[src/hw/rtl/voxel_run_length_decoder_unit_defines.svh]
// Assertion helpers shared by the decoder modules.
// Each expects signals named clock and reset in the using scope.
`ifndef VOXEL_RUN_LENGTH_DECODER_UNIT_DEFINES_SVH
`define VOXEL_RUN_LENGTH_DECODER_UNIT_DEFINES_SVH

// Same-cycle implication.
`define VRLD_ASSERT_NOW(label, ante, cons, msg) \
   label: assert property (@(posedge clock) disable iff (reset) (ante) |-> (cons)) \
      else $error(msg);

// Next-cycle implication.
`define VRLD_ASSERT_NEXT(label, ante, cons, msg) \
   label: assert property (@(posedge clock) disable iff (reset) (ante) |=> (cons)) \
      else $error(msg);

`endif

[src/hw/rtl/vrld_pkg.sv]
package vrld_pkg;

   localparam int WORD_W      = 32;
   localparam int SIZE_W      = 9;
   localparam int CELLS_W     = 2 * SIZE_W;
   localparam int LEN_W       = 17;
   localparam int CSR_IDX_W   = 3;
   localparam int RSP_TDATA_W = 80;
   localparam int RSP_TUSER_W = 2;
   localparam int MAX_DIM_DEF = 256;

   // Configuration register indexes
   localparam logic [CSR_IDX_W-1:0] REG_SIZE_X       = 3'd0;
   localparam logic [CSR_IDX_W-1:0] REG_SIZE_Y       = 3'd1;
   localparam logic [CSR_IDX_W-1:0] REG_SIZE_Z       = 3'd2;
   localparam logic [CSR_IDX_W-1:0] REG_RUN_ENCODED  = 3'd3;
   localparam logic [CSR_IDX_W-1:0] REG_RUN_MARKER   = 3'd4;
   localparam logic [CSR_IDX_W-1:0] REG_SLICE_MARKER = 3'd5;

   localparam logic [SIZE_W-1:0] SIZE_RESET         = 9'd1;
   localparam logic              RUN_ENCODED_RESET  = 1'b1;
   localparam logic [WORD_W-1:0] RUN_MARKER_RESET   = 32'd2;
   localparam logic [WORD_W-1:0] SLICE_MARKER_RESET = 32'd6;

   typedef enum logic [2:0] {
      ST_IDLE,
      ST_DECODE,
      ST_DIVIDE,
      ST_INDEX,
      ST_EMIT
   } state_type;

   typedef enum logic [1:0] {
      PH_NORMAL,
      PH_COUNT,
      PH_DATA
   } phase_type;

   // Effective (clamped) configuration seen by the decoder
   typedef struct packed {
      logic [SIZE_W-1:0]  size_x;
      logic [SIZE_W-1:0]  size_y;
      logic [SIZE_W-1:0]  size_z;
      logic [CELLS_W-1:0] cells;
      logic               run_encoded;
      logic [WORD_W-1:0]  run_marker;
      logic [WORD_W-1:0]  slice_marker;
   } cfg_type;

   typedef struct packed {
      logic [7:0]       start_x;
      logic [7:0]       start_y;
      logic [7:0]       slice_z;
      logic [LEN_W-1:0] run_length;
      logic [23:0]      material;
      logic [7:0]       density;
      logic             slice_end;
      logic             volume_end;
      logic             overflow;
   } rsp_type;

endpackage

[src/hw/rtl/voxel_run_length_decoder_unit.sv]
// Channel | Dir | Handshake              | Payload
// req     | in  | req_tvalid/req_tready  | req_tdata: word
// rsp     | out | rsp_tvalid/rsp_tready  | rsp_tdata, rsp_tuser, rsp_tlast (volume_end)
// csr     | in  | csr_valid/csr_ready    | csr_index, csr_data
//
// A word with no result goes back to idle. A slice marker, an empty-slice voxel or a run
// that reaches the slice end goes straight to emit; a plain-mode voxel passes the index
// step first. Any other run or single voxel waits on the one-bit-per-cycle divider that
// turns the cell index into x and y. req_tready is high only while no word is in work.
// A held result stalls the sequencer in its emit step until rsp_tready frees the output.
// reset is synchronous, active high; it restores register defaults, position and phase.
`include "voxel_run_length_decoder_unit_defines.svh"

module voxel_run_length_decoder_unit #(
   parameter int MAX_DIM = vrld_pkg::MAX_DIM_DEF
) (
   input  logic                             clock,
   input  logic                             reset,
   input  logic                             req_tvalid,
   output logic                             req_tready,
   input  logic [vrld_pkg::WORD_W-1:0]      req_tdata,   // [31:0] word
   output logic                             rsp_tvalid,
   input  logic                             rsp_tready,
   // [7:0] start_x, [15:8] start_y, [23:16] slice_z, [40:24] run_length,
   // [64:41] material, [72:65] density, [79:73] zero
   output logic [vrld_pkg::RSP_TDATA_W-1:0] rsp_tdata,
   output logic [vrld_pkg::RSP_TUSER_W-1:0] rsp_tuser,   // [0] slice_end, [1] overflow
   output logic                             rsp_tlast,
   input  logic                             csr_valid,
   output logic                             csr_ready,
   input  logic [vrld_pkg::CSR_IDX_W-1:0]   csr_index,
   input  logic [vrld_pkg::WORD_W-1:0]      csr_data
);
   import vrld_pkg::*;

   localparam int SIZE_MAX = (1 << SIZE_W) - 1;
   localparam int DIM_CAP  = (MAX_DIM < SIZE_MAX) ? MAX_DIM : SIZE_MAX;
   localparam int CELL_W   = $clog2(DIM_CAP * DIM_CAP + 1);
   localparam int POS_W    = (DIM_CAP > 1) ? $clog2(DIM_CAP) : 1;
   localparam int IDX_W    = POS_W + SIZE_W + 1;

   cfg_type            cfg;
   state_type          state_ff, state_in, dec_next;
   phase_type          phase_ff, phase_in;
   logic [WORD_W-1:0]  word_ff;
   logic [CELL_W-1:0]  cell_ff, cell_in;
   logic [POS_W-1:0]   cur_x_ff, cur_x_in, cur_y_ff, cur_y_in, cur_z_ff, cur_z_in;
   logic [CELL_W-1:0]  pend_ff, pend_in;
   logic               clip_ff, clip_in;
   rsp_type            res_ff, res_in;
   rsp_type            rsp_ff;
   logic               rsp_tvalid_ff, rsp_tvalid_in;
   logic               req_accept, rsp_load;
   logic               div_start, div_done;
   logic [CELL_W-1:0]  div_num, div_quot;
   logic [SIZE_W-1:0]  div_rem;

   function automatic logic [7:0] pos8(logic [POS_W-1:0] p);
      logic [POS_W+7:0] t;
      t = {8'd0, p};
      return t[7:0];
   endfunction

   function automatic logic [LEN_W-1:0] len17(logic [CELL_W-1:0] v);
      logic [CELL_W+LEN_W-1:0] t;
      t = {{LEN_W{1'b0}}, v};
      return t[LEN_W-1:0];
   endfunction

   vrld_csr #(
      .MAX_DIM (MAX_DIM)
   ) u_csr (
      .clock     (clock),
      .reset     (reset),
      .csr_valid (csr_valid),
      .csr_ready (csr_ready),
      .csr_index (csr_index),
      .csr_data  (csr_data),
      .cfg       (cfg)
   );

   vrld_div #(
      .NUM_W (CELL_W)
   ) u_div (
      .clock     (clock),
      .reset     (reset),
      .start     (div_start),
      .dividend  (div_num),
      .divisor   (cfg.size_x),
      .done      (div_done),
      .quotient  (div_quot),
      .remainder (div_rem)
   );

   assign req_accept = req_tvalid && req_tready;

   // Next state
   always_comb begin
      state_in = state_ff;
      case (state_ff)
         ST_IDLE:   if (req_accept) state_in = ST_DECODE;
         ST_DECODE: state_in = dec_next;
         ST_DIVIDE: if (div_done) state_in = ST_EMIT;
         ST_INDEX:  state_in = ST_EMIT;
         ST_EMIT:   if (!rsp_tvalid_ff || rsp_tready) state_in = ST_IDLE;
         default:   state_in = ST_IDLE;
      endcase
   end

   // Sequencer outputs
   always_comb begin
      req_tready = 1'b0;
      div_start  = 1'b0;
      rsp_load   = 1'b0;
      case (state_ff)
         ST_IDLE:   req_tready = 1'b1;
         ST_DECODE: div_start  = (dec_next == ST_DIVIDE);
         ST_EMIT:   rsp_load   = !rsp_tvalid_ff || rsp_tready;
         default: ;
      endcase
   end

   // Decode and position update
   always_comb begin
      logic [CELL_W-1:0] cells;
      logic [CELL_W-1:0] left;
      logic [CELL_W-1:0] run_len;
      logic              run_clip;
      logic              run_go;
      logic [CELL_W:0]   cell_sum;
      logic [SIZE_W:0]   xn, yn, zn;
      logic [IDX_W-1:0]  idx;
      logic              ve;

      cells = cfg.cells[CELL_W-1:0];
      left  = (cell_ff < cells) ? cells - cell_ff : '0;
      if (phase_ff == PH_DATA) begin
         run_len  = pend_ff;
         run_clip = clip_ff;
      end else if (left == '0) begin
         run_len  = '0;
         run_clip = 1'b1;
      end else begin
         run_len  = CELL_W'(1);
         run_clip = 1'b0;
      end
      cell_sum = {1'b0, cell_ff} + {1'b0, run_len};
      xn  = (SIZE_W+1)'(cur_x_ff) + (SIZE_W+1)'(1);
      yn  = (SIZE_W+1)'(cur_y_ff) + (SIZE_W+1)'(1);
      zn  = (SIZE_W+1)'(cur_z_ff) + (SIZE_W+1)'(1);
      idx = IDX_W'(cur_y_ff) * IDX_W'(cfg.size_x) + IDX_W'(cur_x_ff);
      ve  = 1'b0;
      run_go = 1'b0;

      phase_in = phase_ff;
      cell_in  = cell_ff;
      cur_x_in = cur_x_ff;
      cur_y_in = cur_y_ff;
      cur_z_in = cur_z_ff;
      pend_in  = pend_ff;
      clip_in  = clip_ff;
      res_in   = res_ff;
      dec_next = ST_IDLE;
      div_num  = cell_sum[CELL_W-1:0];

      case (state_ff)
         ST_DECODE: begin
            if (!cfg.run_encoded) begin
               res_in            = '0;
               res_in.start_x    = pos8(cur_x_ff);
               res_in.start_y    = pos8(cur_y_ff);
               res_in.slice_z    = pos8(cur_z_ff);
               res_in.run_length = LEN_W'(1);
               res_in.material   = word_ff[WORD_W-1:8];
               res_in.density    = word_ff[7:0];
               phase_in = PH_NORMAL;
               pend_in  = '0;
               clip_in  = 1'b0;
               cur_x_in = xn[POS_W-1:0];
               if (xn >= {1'b0, cfg.size_x}) begin
                  cur_x_in = '0;
                  cur_y_in = yn[POS_W-1:0];
                  if (yn >= {1'b0, cfg.size_y}) begin
                     cur_y_in = '0;
                     cur_z_in = zn[POS_W-1:0];
                     if (zn >= {1'b0, cfg.size_z}) begin
                        cur_z_in = '0;
                        ve       = 1'b1;
                     end
                  end
               end
               res_in.volume_end = ve;
               dec_next = ST_INDEX;
            end else begin
               case (phase_ff)
                  PH_COUNT: begin
                     if (word_ff > WORD_W'(left)) begin
                        pend_in = left;
                        clip_in = 1'b1;
                     end else begin
                        pend_in = word_ff[CELL_W-1:0];
                        clip_in = 1'b0;
                     end
                     phase_in = PH_DATA;
                  end
                  PH_DATA: begin
                     phase_in = PH_NORMAL;
                     run_go   = (pend_ff != '0) || clip_ff;
                  end
                  default: begin
                     if (word_ff == cfg.slice_marker) begin
                        // Slice marker wins when both markers match
                        ve                = zn >= {1'b0, cfg.size_z};
                        res_in            = '0;
                        res_in.slice_z    = pos8(cur_z_ff);
                        res_in.slice_end  = 1'b1;
                        res_in.volume_end = ve;
                        cell_in  = '0;
                        cur_x_in = '0;
                        cur_y_in = '0;
                        cur_z_in = ve ? '0 : zn[POS_W-1:0];
                        dec_next = ST_EMIT;
                     end else if (word_ff == cfg.run_marker) begin
                        phase_in = PH_COUNT;
                     end else begin
                        run_go = 1'b1;
                     end
                  end
               endcase
            end

            if (run_go) begin
               res_in          = '0;
               res_in.slice_z  = pos8(cur_z_ff);
               res_in.material = word_ff[WORD_W-1:8];
               res_in.density  = word_ff[7:0];
               if (run_len == '0) begin
                  // Nothing left in the slice: report the word as overflow
                  res_in.overflow = 1'b1;
                  dec_next        = ST_EMIT;
               end else begin
                  res_in.start_x    = pos8(cur_x_ff);
                  res_in.start_y    = pos8(cur_y_ff);
                  res_in.run_length = len17(run_len);
                  res_in.overflow   = run_clip;
                  cell_in = cell_sum[CELL_W-1:0];
                  if (cell_sum < {1'b0, cells}) begin
                     dec_next = ST_DIVIDE;
                  end else begin
                     cur_x_in = '0;
                     cur_y_in = '0;
                     dec_next = ST_EMIT;
                  end
               end
            end
         end
         ST_DIVIDE: begin
            if (div_done) begin
               cur_x_in = div_rem[POS_W-1:0];
               cur_y_in = div_quot[POS_W-1:0];
            end
         end
         ST_INDEX: cell_in = idx[CELL_W-1:0];
         default: ;
      endcase
   end

   always_comb begin
      rsp_tvalid_in = rsp_tvalid_ff;
      if (rsp_load) begin
         rsp_tvalid_in = 1'b1;
      end else if (rsp_tready) begin
         rsp_tvalid_in = 1'b0;
      end
   end

   always_ff @(posedge clock) begin
      if (reset) begin
         state_ff      <= ST_IDLE;
         phase_ff      <= PH_NORMAL;
         cell_ff       <= '0;
         cur_x_ff      <= '0;
         cur_y_ff      <= '0;
         cur_z_ff      <= '0;
         pend_ff       <= '0;
         clip_ff       <= 1'b0;
         rsp_tvalid_ff <= 1'b0;
      end else begin
         state_ff      <= state_in;
         phase_ff      <= phase_in;
         cell_ff       <= cell_in;
         cur_x_ff      <= cur_x_in;
         cur_y_ff      <= cur_y_in;
         cur_z_ff      <= cur_z_in;
         pend_ff       <= pend_in;
         clip_ff       <= clip_in;
         rsp_tvalid_ff <= rsp_tvalid_in;
      end
   end

   always_ff @(posedge clock) begin
      if (req_accept) begin
         word_ff <= req_tdata;
      end
      res_ff <= res_in;
      if (rsp_load) begin
         rsp_ff <= res_ff;
      end
   end

   assign rsp_tvalid = rsp_tvalid_ff;
   assign rsp_tdata  = {7'd0, rsp_ff.density, rsp_ff.material, rsp_ff.run_length,
                        rsp_ff.slice_z, rsp_ff.start_y, rsp_ff.start_x};
   assign rsp_tuser  = {rsp_ff.overflow, rsp_ff.slice_end};
   assign rsp_tlast  = rsp_ff.volume_end;

   `VRLD_ASSERT_NOW(a_div_in_wait, div_done, state_ff == ST_DIVIDE,
                    "divider finished outside its wait step")
   `VRLD_ASSERT_NOW(a_slice_shape, rsp_tvalid_ff && rsp_ff.slice_end,
                    rsp_ff.run_length == '0 && !rsp_ff.overflow,
                    "slice end transaction carries a run")
   `VRLD_ASSERT_NEXT(a_emit_load, rsp_load, rsp_tvalid_ff && state_ff == ST_IDLE,
                     "result not presented after emit")
   `VRLD_ASSERT_NEXT(a_plain_phase, state_ff == ST_DECODE && !cfg.run_encoded,
                     phase_ff == PH_NORMAL, "plain word left a run phase pending")

endmodule

[src/hw/rtl/vrld_csr.sv]
`include "voxel_run_length_decoder_unit_defines.svh"

module vrld_csr #(
   parameter int MAX_DIM = vrld_pkg::MAX_DIM_DEF
) (
   input  logic                           clock,
   input  logic                           reset,
   input  logic                           csr_valid,
   output logic                           csr_ready,
   input  logic [vrld_pkg::CSR_IDX_W-1:0] csr_index,
   input  logic [vrld_pkg::WORD_W-1:0]    csr_data,
   output vrld_pkg::cfg_type              cfg
);
   import vrld_pkg::*;

   localparam int SIZE_MAX = (1 << SIZE_W) - 1;
   localparam int DIM_CAP  = (MAX_DIM < SIZE_MAX) ? MAX_DIM : SIZE_MAX;

   logic [SIZE_W-1:0]  size_x_ff, size_y_ff, size_z_ff;
   logic               run_encoded_ff;
   logic [WORD_W-1:0]  run_marker_ff, slice_marker_ff;
   logic [CELLS_W-1:0] cells_ff, cells_in;
   logic [SIZE_W-1:0]  eff_x, eff_y, eff_z;
   logic               wr;

   function automatic logic [SIZE_W-1:0] eff_dim(logic [SIZE_W-1:0] r);
      if (r == '0) begin
         return SIZE_W'(1);
      end
      if (32'(r) > DIM_CAP) begin
         return SIZE_W'(DIM_CAP);
      end
      return r;
   endfunction

   assign csr_ready = 1'b1;
   assign wr        = csr_valid && csr_ready;

   always_ff @(posedge clock) begin
      if (reset) begin
         size_x_ff       <= SIZE_RESET;
         size_y_ff       <= SIZE_RESET;
         size_z_ff       <= SIZE_RESET;
         run_encoded_ff  <= RUN_ENCODED_RESET;
         run_marker_ff   <= RUN_MARKER_RESET;
         slice_marker_ff <= SLICE_MARKER_RESET;
      end else if (wr) begin
         case (csr_index)
            REG_SIZE_X:       size_x_ff       <= csr_data[SIZE_W-1:0];
            REG_SIZE_Y:       size_y_ff       <= csr_data[SIZE_W-1:0];
            REG_SIZE_Z:       size_z_ff       <= csr_data[SIZE_W-1:0];
            REG_RUN_ENCODED:  run_encoded_ff  <= csr_data[0];
            REG_RUN_MARKER:   run_marker_ff   <= csr_data;
            REG_SLICE_MARKER: slice_marker_ff <= csr_data;
            default: ;
         endcase
      end
   end

   assign eff_x    = eff_dim(size_x_ff);
   assign eff_y    = eff_dim(size_y_ff);
   assign eff_z    = eff_dim(size_z_ff);
   assign cells_in = CELLS_W'(eff_x * eff_y);

   // Slice area is registered from the clamped sizes, so it follows a size write in the next cycle
   always_ff @(posedge clock) begin
      if (reset) begin
         cells_ff <= CELLS_W'(1);
      end else begin
         cells_ff <= cells_in;
      end
   end

   always_comb begin
      cfg.size_x       = eff_x;
      cfg.size_y       = eff_y;
      cfg.size_z       = eff_z;
      cfg.cells        = cells_ff;
      cfg.run_encoded  = run_encoded_ff;
      cfg.run_marker   = run_marker_ff;
      cfg.slice_marker = slice_marker_ff;
   end

   `VRLD_ASSERT_NOW(a_eff_nonzero, 1'b1, eff_x != '0 && eff_y != '0 && eff_z != '0,
                    "clamped size is zero")
   `VRLD_ASSERT_NOW(a_eff_capped, 1'b1,
                    32'(eff_x) <= DIM_CAP && 32'(eff_y) <= DIM_CAP && 32'(eff_z) <= DIM_CAP,
                    "clamped size above cap")
   `VRLD_ASSERT_NEXT(a_cells_track, 1'b1,
                     cells_ff == CELLS_W'($past(eff_x) * $past(eff_y)),
                     "slice area does not follow sizes")

endmodule

[src/hw/rtl/vrld_div.sv]
`include "voxel_run_length_decoder_unit_defines.svh"

module vrld_div #(
   parameter int NUM_W = 17
) (
   input  logic                        clock,
   input  logic                        reset,
   input  logic                        start,
   input  logic [NUM_W-1:0]            dividend,
   input  logic [vrld_pkg::SIZE_W-1:0] divisor,
   output logic                        done,
   output logic [NUM_W-1:0]            quotient,
   output logic [vrld_pkg::SIZE_W-1:0] remainder
);
   import vrld_pkg::*;

   localparam int CNT_W = (NUM_W > 1) ? $clog2(NUM_W) : 1;

   logic               busy_ff, busy_in;
   logic               done_ff, done_in;
   logic [CNT_W-1:0]   count_ff, count_in;
   logic [NUM_W-1:0]   num_ff, num_in;
   logic [SIZE_W-1:0]  rem_ff, rem_in;
   logic [SIZE_W-1:0]  dvs_ff, dvs_in;
   logic [SIZE_W:0]    partial, diff;
   logic               fits;

   // One quotient bit per cycle, restoring
   assign partial = {rem_ff, num_ff[NUM_W-1]};
   assign diff    = partial - {1'b0, dvs_ff};
   assign fits    = partial >= {1'b0, dvs_ff};

   always_comb begin
      busy_in  = busy_ff;
      done_in  = 1'b0;
      count_in = count_ff;
      num_in   = num_ff;
      rem_in   = rem_ff;
      dvs_in   = dvs_ff;
      if (start) begin
         busy_in  = 1'b1;
         count_in = CNT_W'(NUM_W - 1);
         num_in   = dividend;
         rem_in   = '0;
         dvs_in   = divisor;
      end else if (busy_ff) begin
         num_in   = (num_ff << 1) | NUM_W'(fits);
         rem_in   = fits ? diff[SIZE_W-1:0] : partial[SIZE_W-1:0];
         count_in = count_ff - CNT_W'(1);
         if (count_ff == '0) begin
            busy_in = 1'b0;
            done_in = 1'b1;
         end
      end
   end

   always_ff @(posedge clock) begin
      if (reset) begin
         busy_ff  <= 1'b0;
         done_ff  <= 1'b0;
         count_ff <= '0;
      end else begin
         busy_ff  <= busy_in;
         done_ff  <= done_in;
         count_ff <= count_in;
      end
   end

   always_ff @(posedge clock) begin
      num_ff <= num_in;
      rem_ff <= rem_in;
      dvs_ff <= dvs_in;
   end

   assign done      = done_ff;
   assign quotient  = num_ff;
   assign remainder = rem_ff;

   `VRLD_ASSERT_NOW(a_start_idle, start, !busy_ff, "divide started while busy")
   `VRLD_ASSERT_NOW(a_done_quiet, done_ff, !busy_ff, "done raised while still iterating")
   `VRLD_ASSERT_NOW(a_rem_below, done_ff, rem_ff < dvs_ff, "remainder not below divisor")

endmodule
[config.mk]
export PLATFORM = sky130hd
export DESIGN_NAME = voxel_run_length_decoder_unit
export DESIGN_NICKNAME = d
export VERILOG_FILES = /design/src/hw/rtl/vrld_pkg.sv /design/src/hw/rtl/voxel_run_length_decoder_unit.sv /design/src/hw/rtl/vrld_csr.sv /design/src/hw/rtl/vrld_div.sv
export VERILOG_INCLUDE_DIRS = /design/src /design/src/hw/rtl
export SDC_FILE = /design/constraint.sdc
export NUM_CORES = 1
export LEC_CHECK = 0
export BUFFER_PORTS_ARGS = -buffer_cell sky130_fd_sc_hd__clkbuf_2
export CORE_MARGIN = 4
export CORE_UTILIZATION = 25
export CTS_BUF_LIST = sky130_fd_sc_hd__clkbuf_16
export CTS_CLUSTER_SIZE = 25
export DETAILED_ROUTE_END_ITERATION = 10
export GPL_TIMING_DRIVEN = 0
export PLACE_DENSITY = 0.51
export SYNTH_ARGS = -nofsm -noshare
export SYNTH_HDL_FRONTEND = slang
export SYNTH_SLANG_ARGS = --single-unit
[constraint.sdc]
create_clock -name clock -period 21 [get_ports clock]
set_input_delay 3.15 -clock clock [delete_from_list [all_inputs] [get_ports clock]]
set_output_delay 3.15 -clock clock [all_outputs]
set_load 0.02 [all_outputs]
* After elaboration in Yosys (flattened, before gate mapping)
Cells that the tools add are included.
** Storage, ports and cells
- Register bits after elaboration :: 400
- Output and inout port bits :: 86
- Logic and storage cells :: 231
** Operators by class
- Add/sub/neg operators :: 8
- Multiply operators :: 2
- $lt $le $gt $ge :: 10
- Eq/ne operators :: 24
- Mux-type cells :: 107
- Bitwise gates (word level) :: 3
- Reductions and logical operators :: 35
** Operator list (count)
- $mux 76 :: 4
- $mux 17 :: 13
- $mux 8 :: 23
- $mux 9 :: 13
- $eq 32x32->1 :: 2
- $logic_not 17->1 :: 2
- $pmux 17 s2 :: 1
- $gt 32x17->1 :: 1
- $mux 1 :: 32
- $pmux 8 s2 :: 2
- $mux 3 :: 10
- $add 8x1->9 const B :: 3
- $ge 9x9->1 :: 3
- $gt 9x9->1 const B :: 3
- $logic_not 9->1 :: 3
- $add 17x17->18 :: 1
- $lt 18x17->1 :: 1
- $add 17x8->17 :: 1
- $lt 17x17->1 :: 1
- $mul 8x9->17 :: 1
- $mul 9x9->17 :: 1
- $or 17x1->17 :: 1
- $reduce_bool 17->1 :: 1
- $sub 17x17->17 :: 1
- other kinds (30) :: 65

* Logic depth before layout (Yosys ltp)
Gate-level depths: netlist of run 1.
- Depth after elaboration :: 14
- Depth in mapped cells :: 35
- Gate-level depth less buffers :: 34

* Modules after synthesis
Synthesis of run 1 repeated with hierarchy kept, for this count alone.
** Second synthesis, totals
- Cell total of the unflattened synthesis :: 2625
- Area, all modules :: 25211.7 um2
** Modules (own cells, without submodules)
- voxel_run_length_decoder_unit :: times used 1, cells each 1641, area an instance 16594.7 um2
- vrld_csr :: times used 1, cells each 807, area an instance 6492.5 um2
- vrld_div :: times used 1, cells each 177, area an instance 2124.5 um2

* Least setup slack after synthesis of run 1
OpenSTA, ideal clock, no wires.
- Path type :: reg2reg
- Start :: register cell_ff[0]
- End :: register u_div.num_ff[10], in the netlist u_div.quotient[10] (data pin)
- Setup time :: 0.260 ns
- Arrival :: 6.704 ns
- Data required time :: 20.740 ns
- Setup slack :: 14.036 ns
- Cell stages (with the launch flop) :: 34
- Period minus slack after synthesis :: 6.964 ns
- Cell sequence :: dfxtp_1 -> ha_1 -> inv_1 -> fa_1 -> a21o_1 -> and4_1 -> o31ai_1 -> xor2_1 -> nand4_1 -> or4_4 -> o311a_2 -> a21oi_1 -> inv_1 -> ha_1 -> inv_1 -> fa_1 -> nor2b_1 -> o21a_1 -> o21ai_0 -> a211oi_1 -> or4_1 -> o311ai_0 -> ha_1 -> nand4_1 -> nor2_1 -> a221oi_1 -> o21ai_0 -> a31oi_1 -> o21ai_0 -> a21oi_2 -> nand3_4 -> inv_2 -> buf_6 -> mux2_4
** On the way
- Longest elaborated chain between the ends :: 14
- Elaborated cells on any way between the ends :: 16
- Classes of those cells :: add/sub (2); order compare (2); eq/ne (1); mux (9); reduce/logical (2)
** Ends and longest elaborated chain
- start, declared :: line voxel_run_length_decoder_unit.sv:46 : logic [CELL_W-1:0] cell_ff, cell_in;
- start signal, assigned :: line voxel_run_length_decoder_unit.sv:291 : cell_ff <= cell_in;
- $sub 17x17->17 or $lt 17x17->1 (tied branches) :: line voxel_run_length_decoder_unit.sv:136 : left = (cell_ff < cells) ? cells - cell_ff : '0;
- $mux 17 :: line voxel_run_length_decoder_unit.sv:136
- $logic_not 17->1 :: line voxel_run_length_decoder_unit.sv:140 : end else if (left == '0) begin
- $mux 1 :: line voxel_run_length_decoder_unit.sv:140
- $mux 17 :: line voxel_run_length_decoder_unit.sv:137 : if (phase_ff == PH_DATA) begin
- $add 17x17->18 :: line voxel_run_length_decoder_unit.sv:147 : cell_sum = {1'b0, cell_ff} + {1'b0, run_len};
- $lt 18x17->1 :: line voxel_run_length_decoder_unit.sv:247 : if (cell_sum < {1'b0, cells}) begin
- $mux 3 :: line voxel_run_length_decoder_unit.sv:247
- $mux 3 :: line voxel_run_length_decoder_unit.sv:237 : if (run_len == '0) begin
- $mux 3 :: line voxel_run_length_decoder_unit.sv:232 : if (run_go) begin
- $mux 3 :: line voxel_run_length_decoder_unit.sv:166 : case (state_ff)
- $eq 3x2->1 :: line voxel_run_length_decoder_unit.sv:117 : ST_DECODE: div_start = (dec_next == ST_DIVIDE);
- $mux 1 :: line voxel_run_length_decoder_unit.sv:115 : case (state_ff)
- $mux 17 * :: line vrld_div.sv:40 : if (start) begin
- net u_div.num_in[10] :: line vrld_div.sv:22 : logic [NUM_W-1:0] num_ff, num_in;
- end signal, assigned :: line vrld_div.sv:70 : num_ff <= num_in;
- end, declared :: line vrld_div.sv:22
The timed path passes the listed nets; every way through them passes the cells marked *.
A chain may end at the register's enable or synchronous reset.

* Worst setup path in the final report of run 1
- Start :: register cell_ff[0]
- End :: register u_div.num_ff[11], in the netlist u_div.quotient[11], enable pin
** On the way
- Longest elaborated chain between the ends :: 14
- Elaborated cells on any way between the ends :: 16
- Classes of those cells :: add/sub (2); order compare (2); eq/ne (1); mux (8); reduce/logical (3)
** Ends and longest elaborated chain (line)
- $sub 17x17->17 or $lt 17x17->1 (tied branches) :: voxel_run_length_decoder_unit.sv:136
- $mux 17 :: voxel_run_length_decoder_unit.sv:136
- $logic_not 17->1 :: voxel_run_length_decoder_unit.sv:140
- $mux 1 :: voxel_run_length_decoder_unit.sv:140
- $mux 17 :: voxel_run_length_decoder_unit.sv:137
- $add 17x17->18 :: voxel_run_length_decoder_unit.sv:147
- $lt 18x17->1 :: voxel_run_length_decoder_unit.sv:247
- $mux 3 :: voxel_run_length_decoder_unit.sv:247
- $mux 3 * :: voxel_run_length_decoder_unit.sv:237
- $mux 3 * :: voxel_run_length_decoder_unit.sv:232
- $mux 3 * :: voxel_run_length_decoder_unit.sv:166
- $eq 3x2->1 * :: voxel_run_length_decoder_unit.sv:117
- $mux 1 * :: voxel_run_length_decoder_unit.sv:115
- $reduce_bool 2->1 (no line) *
Every way passes the cells marked *; elsewhere a longest branch is shown, timed or not.

==> reports/qor.csv, run 1 <==
stage,metric,value,unit
run_status,status,finished clean,
route,DR pass1 iterations,5,
yosys,Synth Register Bits,400,
yosys,Synth area leaders,"edfxtp_1 25%, dfxtp_1 15%, ha_1 9.3%, fa_1 8.2%, nand2_1 5.7%",
sta,skew final,43.8,ps
worst_setup_path,CP peak stage delay,930,ps
grt,global route overflow,0,
worst_setup_path,crit end category,flip-flop,
floorplanning,Die ar.,0.105,mm²
clock_network,clock-pin slew on the worst setup and hold paths,70,ps
route,number of DRC markers in iteration 0,1307,
grt,initial antenna violation count,6,
final_layout,layout cells sized above 1,0.101,
sta,worst rel slew slack,0.215,
yosys,top_reg_cell synth,edfxtp_1,
worst_setup_path,kind of critical path,flip-flop to flip-flop,
place,post-DP HPWL,60900,µm
clock_network,CTS max path bufs,3,
sta,unrepaired setup endpoints after global routing,no,
pwr,worst vdd ir,0.0740,mV
grt,number of global-route vias before repair,18848,
yosys,post-synthesis async set-or-reset flop share,0,
final_layout,Final nets,3194,
sta,setup TNS,0,ps
clock_network,TritonCTS clock tree,done,
route,DRT antenna net count,0,
place,Placer Congestion,0.877,
sta,final hold violations,0,
yosys,post-synth top area share,0.253,
run,max-cap violations,0,
sta,max-slew violation count,0,
route,Total Routed Length,78800,µm
worst_setup_path,Worst Path Arrival,9190,ps
clock_network,"Setup Fix Bufs, Post-CTS",0,
clock_network,post-CTS sizing,0,
yosys,Post-synth EDFFs,210,
worst_setup_path,CP Max Fanout,17,
clock_network,"Clk Latency, worst-skew pair",630,ps
floorplanning,Die Span X,324,µm
place,DP Worst Slack,12040,ps
route,Post-route DRC,0,
yosys,"Avg Cell Area, Syn",9.48,µm²
yosys,"Seq/Total Area, Yosys",0.405,
sta,fin crit share,0.426,
sta,Achievable Freq,112,MHz
yosys,YS warnings,0,
sta,pin slew with the least headroom to its limit,1170,ps
yosys,Yosys top cell by area,edfxtp_1,
sta,Final WS setup,12050,ps
worst_setup_path,slowest stage cell on the critical path,o311ai_0,
grt,GRT Util Overall,0.148,
sta,fin crit period,8950,ps
floorplanning,core area,0.0987,mm²
worst_setup_path,Critical path buffers and inverters,3,
grt,first-pass GRT wire length,118000,µm
floorplanning,Initial Utilization,0.253,
floorplanning,Chip Height,324,µm
yosys,synthesized instance count,2631,
clock_network,clk sinks,400,
grt,largest net degree at the start of global routing,42,
clock_network,H-tree levels,2,
pwr,total power draw,3.21,mW
pwr,Pleak,11.7,nW
worst_setup_path,Startpoint Class,flip-flop,
clock_network,Root Buffer,clkbuf_16,
route,drt via density,4.66,
route,Avg WL per Cell,18.9,µm
floorplanning,I/O pins,158,
worst_setup_path,CP top delay family,compound AO/OA/AOI/OAI gates,
final_layout,"leading cell type in the layout, fill and taps excluded",nand2_1,
clock_network,total CTS buffers,44,
hold_path,Hold Path Class,flip-flop to flip-flop,
route,DR vias,19393,
clock_network,Post-CTS Hold Fix Bufs,0,
yosys,Post-Synthesis Cell Area,0.0250,mm²
sta,setup violators final,0,
worst_setup_path,WP data required,21240,ps
place,Port-buffer cells,148,
final_layout,Area Overhead vs Synth,15.7,%
final_layout,most frequent cells in the layout,"378 x nand2_1, 255 x inv_1, 220 x a21oi_1",
floorplanning,std cell rows,115,
pwr,PwrDens,111,mW/mm²
yosys,Synth cell types,83,
flip-flops by register name, indices dropped and copies added (netlist names), 2 cells and up:
name / cells
cell_ff: 17
cur_x_ff: 8
cur_y_ff: 8
cur_z_ff: 8
pend_ff: 17
phase_ff: 2
res_ff: 76
rsp_tdata: 73
rsp_tuser: 2
state_ff: 3
u_csr.cells_ff: 17
u_csr.run_marker_ff: 32
u_csr.size_x_ff: 9
u_csr.size_y_ff: 9
u_csr.size_z_ff: 9
u_csr.slice_marker_ff: 32
u_div.count_ff: 5
u_div.dvs_ff: 9
u_div.quotient: 17
u_div.remainder: 9
word_ff: 32
cell families (layout without fill, tap and decap cells):
group / Yosys count / after routing / share of synthesized area
mux: 53 / 53 / 0.0254
fa+ha+maj: 287 / 287 / 0.175
buf+inv: 369 / 603 / 0.0586
simple gates: 893 / 893 / 0.168
xor+xnor: 129 / 129 / 0.0453
flops: 400 / 400 / 0.405
compound gates: 498 / 498 / 0.123
other cells: 2 / 10 / 0.000301
cells in the mapped netlist, types with 27 or more instances:
library cell / n
ha_1: 185
edfxtp_1: 210
dfxtp_1: 190
nand3_1: 44
a21o_1: 27
and3_1: 41
o21ai_0: 94
nor3_1: 50
inv_1: 241
a21oi_1: 220
fa_1: 102
and2_1: 81
xnor2_1: 71
nor2_1: 159
clkbuf_1: 101
nor2b_1: 32
xor2_1: 58
nand2_1: 378
metrics by stage:
step                 util  std cells  hold WS, ps  area [µm²]
floorplan               -       2637          400       25000
global placement    0.277       4072          401       27300
detailed placement  0.278       4076          405       27400
CTS                 0.292       4158          415       28900
global route        0.292       4159          422       28900
finish              0.292       4160          415       28900
routing by layer:
metal,track usage,vias up,wire length [µm]
li1,-,9429,-
met1,0.190,9433,34300
met2,0.255,431,38400
met3,0.0258,100,4120
met4,0.0441,0,2020
met5,0,-,0
worst reg2reg max path, delay by kind of cell (launching register included):
kind	cells	cell delay, ps
AO/OA/AOI/OAI	15	4560
flip-flops	1	410
AND/OR/NAND/NOR	8	1740
buffers and inverters	3	240
adder cells (fa/ha/maj)	5	1640
power by group:
part           total, mW  switching (mW)  internal (mW)
registers           1.15           0.102           1.05
clock network      0.786           0.349          0.437
logic               1.28           0.827          0.448
worst paths after layout:
| path | startpoint | to | slack [ps] | depth (start not counted) |
|---|---|---|---|---|
| max | cell_ff[0] | u_div.quotient[11] | 12050 | 31 |
| min | res_ff[10] | rsp_tdata[72] | 420 | 0 |
| max reg2reg | cell_ff[0] | u_div.quotient[11] | 12050 | 31 |
| min reg2reg | res_ff[10] | rsp_tdata[72] | 420 | 0 |
area by class of cell:
class                      count  area [µm²]
antenna                        2        5.00
buffer                       125         547
clock buffer                  44        1100
clock inverter                38         343
fill                       10483       69800
inverter                     244         916
multi-input combinational   1868       13400
sequential                   400       10100
tap                         1287        1610
timing repair buffer         152         828
(Power assumes the default switching activity.)
==> run 2, diff against run 1 <==
--- a/config.mk
+++ b/config.mk
@@ -13,7 +13,7 @@
 export CTS_CLUSTER_SIZE = 25
 export DETAILED_ROUTE_END_ITERATION = 10
 export GPL_TIMING_DRIVEN = 0
-export PLACE_DENSITY = 0.51
+export PLACE_DENSITY = 0.52
 export SYNTH_ARGS = -nofsm -noshare
 export SYNTH_HDL_FRONTEND = slang
 export SYNTH_SLANG_ARGS = --single-unit
==> constraint.sdc (replaced) <==
create_clock -name clock -period 8.1 [get_ports clock]
set_input_delay 1.215 -clock clock [delete_from_list [all_inputs] [get_ports clock]]
set_output_delay 1.215 -clock clock [all_outputs]
set_load 0.02 [all_outputs]
==> reports/qor.csv, run 2 (synthesis gave the netlist of run 1 again) <==
stage,metric,value,unit
pwr,Sequential Power Share,0.358,
grt,first-pass GRT wire length,117000,µm
final_layout,most frequent cells in the layout,"378 x nand2_1, 253 x inv_1, 218 x a21oi_1",
worst_setup_path,CP Max Fanout,10,
sta,pin slew with the least headroom to its limit,1190,ps
sta,max-slew violation count,0,
grt,initial antenna violation count,5,
pwr,PwrDens,289,mW/mm²
clock_network,Post-CTS Hold Fix Bufs,0,
worst_setup_path,R2R Setup Slk,400,ps
pwr,Pleak,11.8,nW
floorplanning,Chip Height,324,µm
floorplanning,Die ar.,0.105,mm²
worst_setup_path,WP data required,8440,ps
final_layout,Final nets,3202,
sta,setup violators final,0,
final_layout,layout cells sized above 1,0.109,
clock_network,TritonCTS clock tree,done,
worst_setup_path,Startpoint Class,flip-flop,
worst_setup_path,CP peak stage delay,610,ps
final_layout,"Core Util, Final",0.294,
pwr,worst vdd ir,0.206,mV
worst_setup_path,Reg2Reg Launch Point,cell_ff[6],
worst_setup_path,CP dominant cell by count,ha_1,
place,Port-buffer cells,148,
final_layout,"leading cell type in the layout, fill and taps excluded",nand2_1,
worst_setup_path,Worst Path Arrival,8040,ps
sta,Hold WS,415,ps
route,Post-route DRC,0,
grt,met1 GRT Util,0.188,
place,post-DP HPWL,60600,µm
floorplanning,Initial Utilization,0.253,
sta,fin crit share,0.951,
clock_network,CTS max path bufs,3,
route,number of DRC markers in iteration 0,1337,
route,DR vias,19563,
clock_network,H-tree levels,2,
floorplanning,core area,0.0987,mm²
grt,met2 global-route usage,0.255,
pwr,Pint,5.04,mW
sta,skew final,25.7,ps
clock_network,"Clk Latency, worst-skew pair",610,ps
pwr,Psw,3.32,mW
floorplanning,I/O pins,158,
clock_network,clk sinks,400,
sta,Achievable Freq,130,MHz
clock_network,Root Buffer,clkbuf_16,
run,max-cap violations,0,
route,Total Routed Length,78600,µm
pwr,combinational share of power,0.404,
floorplanning,Die Span X,324,µm
run_status,status,finished clean,
grt,GRT Util Overall,0.147,
route,Avg WL per Cell,18.8,µm
grt,number of global-route vias before repair,19071,
final_layout,Biggest register,res_ff,
hold_path,Worst Hold Launch,res_ff[40],
route,DRT antenna net count,0,
floorplanning,std cell rows,115,
grt,met3 usage,0.0224,
clock_network,total CTS buffers,45,
hold_path,Hold Path Class,flip-flop to flip-flop,
pwr,Switching Fraction,0.397,
final_layout,Area Overhead vs Synth,16.2,%
place,Placer Congestion,0.900,
worst_setup_path,crit end category,flip-flop,
pwr,Clock power frac,0.238,
grt,largest net degree at the start of global routing,40,
grt,global route overflow,0,
worst_setup_path,R2R Path End,u_div.quotient[13],
sta,fin crit period,7700,ps
route,DR pass1 iterations,7,
sta,final hold violations,0,
grt,GRT busiest layer,met2,
worst_setup_path,kind of critical path,flip-flop to flip-flop,
worst_setup_path,slowest stage cell on the critical path,or4_4,
final_layout,# fillers,10501,
clock_network,clock-pin slew on the worst setup and hold paths,70,ps
worst_setup_path,reg2reg path depth,31,
route,drt via density,4.69,
sta,worst rel slew slack,0.208,
final_layout,max reg flops,76,
hold_path,Min-Delay Path Depth,0,
hold_path,hold path endpoint,rsp_tdata[29],
[run 2: worst max path at each step]
stage	start	endpoint	cells after the start
final	cell_ff[6]	u_div.quotient[13]	31
after global routing	cell_ff[9]	u_div.quotient[13]	31
after CTS	cell_ff[0]	u_div.quotient[13]	33
after detailed placement	cell_ff[0]	u_div.quotient[10]	31
after global placement	cell_ff[0]	u_div.quotient[10]	31
after floorplan	cell_ff[0]	u_div.quotient[10]	33
[run 2: cell type report]
cell class                      instances  area, µm²  area share
Antenna cell                            4       10.0    0.000345
Buffer                                125        552      0.0190
Clock buffer                           47       1180      0.0406
Clock inverter                         36        249     0.00859
Inverter                              244        916      0.0316
Multi-Input combinational cell       1868      13500       0.465
Sequential cell                       400      10100       0.349
Tap cell                             1287       1610      0.0556
Timing Repair Buffer                  159        881      0.0304
[run 2: metrics by stage]
step           power [mW]  TNS, ps  cell area, µm²  std cells  setup slack (ps)
5_1_grt              8.87     -130           29000       4169             -22.0
3_5_place_dp         6.33   -49680           27400       4076              -951
6_report             8.36        0           29000       4170               396
3_3_place_gp         6.32   -48360           27300       4072              -908
2_1_floorplan        5.18        0           25000       2637              1140
4_1_cts              8.40        0           28900       4160              71.9
[run 2: critical path: cells and delay by family (launching register included)]
family                   cells  cell delay (ps)
multiplexers                 1              320
AND/OR/NAND/NOR              7             1810
XOR/XNOR                     1              160
adder cells (fa/ha/maj)      3              930
buffers and inverters        6              950
flip-flops                   1              460
AO/OA/AOI/OAI               13             2810
[run 2: layer usage]
metal / wire length (µm) / vias to the layer above
met5: 0 / -
met4: 2090 / 0
met3: 4260 / 101
met2: 38400 / 485
met1: 33800 / 9544
li1: - / 9433
[run 2: repair_timing]
item	in CTS	in global routing
pin swaps	0	3
setup buffers	1	6
cloned	0	0
endpoints found under the setup margin	77	76
resized for setup	7	18
[run 2: power groups by stage]
stage                     Combinational, mW  Clock, mW  Sequential [mW]
after floorplan                        2.10          0             3.08
after global placement                 3.23          0             3.09
after detailed placement               3.30          0             3.04
after CTS                              3.35       2.05             3.00
after global routing                   3.70       2.12             3.04
final                                  3.38       1.99             2.99
==> run 3, diff against run 2 <==
--- a/config.mk
+++ b/config.mk
@@ -14,6 +14,8 @@
 export DETAILED_ROUTE_END_ITERATION = 10
 export GPL_TIMING_DRIVEN = 0
 export PLACE_DENSITY = 0.52
+export SLEW_MARGIN = 30
 export SYNTH_ARGS = -nofsm -noshare
 export SYNTH_HDL_FRONTEND = slang
+export SYNTH_HIERARCHICAL = 1
 export SYNTH_SLANG_ARGS = --single-unit
==> reports/qor.csv, run 3 <==
stage,metric,value,unit
worst_setup_path,CP Launch Point,cell_ff[4],
sta,setup TNS,0,ps
sta,Achievable Freq,127,MHz
grt,GRT Util Overall,0.144,
clock_network,H-tree levels,2,
yosys,Post-Synthesis Cell Area,0.0251,mm²
sta,final hold violations,0,
worst_setup_path,CP top delay family,compound AO/OA/AOI/OAI gates,
floorplanning,Die Span X,325,µm
worst_setup_path,R2R Path End,u_div/quotient[3],
sta,skew final,21.3,ps
route,DR vias,19631,
sta,Hold WS,412,ps
pwr,PwrDens,330,mW/mm²
grt,initial antenna violation count,7,
yosys,YS warnings,6,
worst_setup_path,CP Capture Point,u_div/quotient[3],
pwr,Pleak,12.1,nW
worst_setup_path,Worst Path Arrival,8180,ps
pwr,Clock power frac,0.211,
route,DRT antenna net count,0,
worst_setup_path,kind of critical path,flip-flop to flip-flop,
worst_setup_path,Reg2Reg Launch Point,cell_ff[4],
worst_setup_path,R2R Setup Slk,250,ps
grt,first-pass GRT wire length,118000,µm
clock_network,TritonCTS clock tree,done,
final_layout,Biggest register,res_ff,
place,Placer Congestion,0.896,
grt,GRT busiest layer,met2,
run_status,status,finished clean,
final_layout,Final nets,3202,
final_layout,fin area,0.0296,mm²
place,placed inst area,0.0278,mm²
clock_network,Root Buffer,clkbuf_16,
sta,fin crit share,0.969,
final_layout,"leading cell type in the layout, fill and taps excluded",nand2_1,
pwr,combinational share of power,0.471,
place,DP Worst Slack,-1980,ps
clock_network,clk sinks,400,
yosys,synthesized instance count,2616,
final_layout,Area Overhead vs Synth,17.7,%
floorplanning,Chip Height,325,µm
clock_network,clock-pin slew on the worst setup and hold paths,60,ps
route,drt via density,4.70,
floorplanning,I/O pins,158,
pwr,Psw,4.11,mW
clock_network,total CTS buffers,45,
grt,met3 usage,0.0225,
yosys,"Avg Cell Area, Syn",9.61,µm²
worst_setup_path,slowest stage cell on the critical path,or4_4,
route,Total Routed Length,78400,µm
worst_setup_path,Crit. path cell count,31,
route,number of DRC markers in iteration 0,1209,
run,max-cap violations,0,
floorplanning,Die ar.,0.106,mm²
pwr,Pint,5.66,mW
pwr,total power draw,9.77,mW
route,DR pass1 iterations,5,
worst_setup_path,crit end category,flip-flop,
clock_network,CTS max path bufs,3,
pwr,worst vdd ir,0.191,mV
clock_network,"Clk Latency, worst-skew pair",600,ps
final_layout,layout cells sized above 1,0.122,
grt,met1 GRT Util,0.187,
worst_setup_path,CP dominant cell by count,a211o_1,
clock_network,Post-CTS Hold Fix Bufs,0,
sta,worst rel slew slack,0.315,
place,post-DP HPWL,61400,µm
worst_setup_path,reg2reg path depth,31,
sta,fin crit period,7850,ps
route,Avg WL per Cell,18.8,µm
sta,max-slew violation count,0,
grt,number of global-route vias before repair,19110,
worst_setup_path,Critical path buffers and inverters,4,
worst_setup_path,WP data required,8430,ps
final_layout,most frequent cells in the layout,"366 x nand2_1, 255 x inv_1, 210 x edfxtp_1",
grt,met2 global-route usage,0.246,
pwr,Switching Fraction,0.421,
route,Post-route DRC,0,
worst_setup_path,CP peak stage delay,580,ps
pwr,Sequential Power Share,0.318,
final_layout,max reg flops,76,
place,Port-buffer cells,147,
sta,setup violators final,0,
floorplanning,Initial Utilization,0.252,
sta,pin slew with the least headroom to its limit,1030,ps
hold_path,Hold Path Class,flip-flop to flip-flop,
worst_setup_path,CP Max Fanout,10,
floorplanning,core area,0.0999,mm²
grt,global route overflow,0,
worst_setup_path,Startpoint Class,flip-flop,
floorplanning,std cell rows,116,
sta,Final WS setup,255,ps
grt,largest net degree at the start of global routing,26,
-- run 3: cell types whose count changed in the layout (fill, tap and decap cells not counted), sizes merged, moves of 11 or more --
cell / before / now
a21o: 27 / 40
a21oi: 221 / 198
a221oi: 5 / 16
a311oi: 2 / 13
and2: 82 / 99
buf: 34 / 57
clkbuf: 297 / 282
mux2: 37 / 20
nand2: 378 / 366
nand2b: 17 / 32
nand3b: 3 / 17
nor2: 160 / 136
o21ai: 99 / 59
-- run 3: metal layers --
metal	vias up	share of wire
met1	9500	0.43
met5	-	0.00045
met3	120	0.056
met2	513	0.48
met4	6	0.029
li1	9492	-
-- run 3: area by class of cell --
cell class,instances,area [µm²]
plain buffers,122,566
fillers,10455,70300
multi-input cells,1856,13800
clock buffers,46,1150
repair buffers,171,1080
diodes,3,7.51
clock inverters,37,328
flip-flops and latches,400,10100
well taps,1298,1620
inverters,245,920
-- run 3: worst min-delay path by stage --
stage | startpoint | end | slack, ps | depth (start not counted)
finish | res_ff[62] | rsp_tdata[10] | 410 | 0
global placement | res_ff[25] | rsp_tdata[55] | 400 | 0
floorplan | res_ff[68] | rsp_tdata[0] | 400 | 0
detailed placement | res_ff[55] | rsp_tdata[19] | 400 | 0
global route | res_ff[30] | rsp_tdata[60] | 420 | 0
CTS | res_ff[62] | rsp_tdata[10] | 410 | 0
-- run 3: stage by stage --
stage | std cells | util
floorplan | 2622 | -
global placement | 4067 | 0.276
detailed placement | 4077 | 0.278
CTS | 4164 | 0.295
global route | 4177 | 0.296
finish | 4178 | 0.296
-- run 3: what timing repair did --
| item | in CTS | in global routing |
|---|---|---|
| pin swaps | 6 | 15 |
| buffers inserted | 3 | 11 |
| cloned | 1 | 0 |
| resized for setup | 30 | 17 |
| setup endpoints to repair | 76 | 66 |
-- run 3: power groups by stage --
stage	combinational (mW)	clock (mW)	sequential (mW)
after floorplan	2.87	0	3.12
after global routing	5.02	2.21	3.14
after detailed placement	4.37	0	3.14
final	4.60	2.06	3.11
after global placement	4.22	0	3.21
after CTS	4.48	2.13	3.10
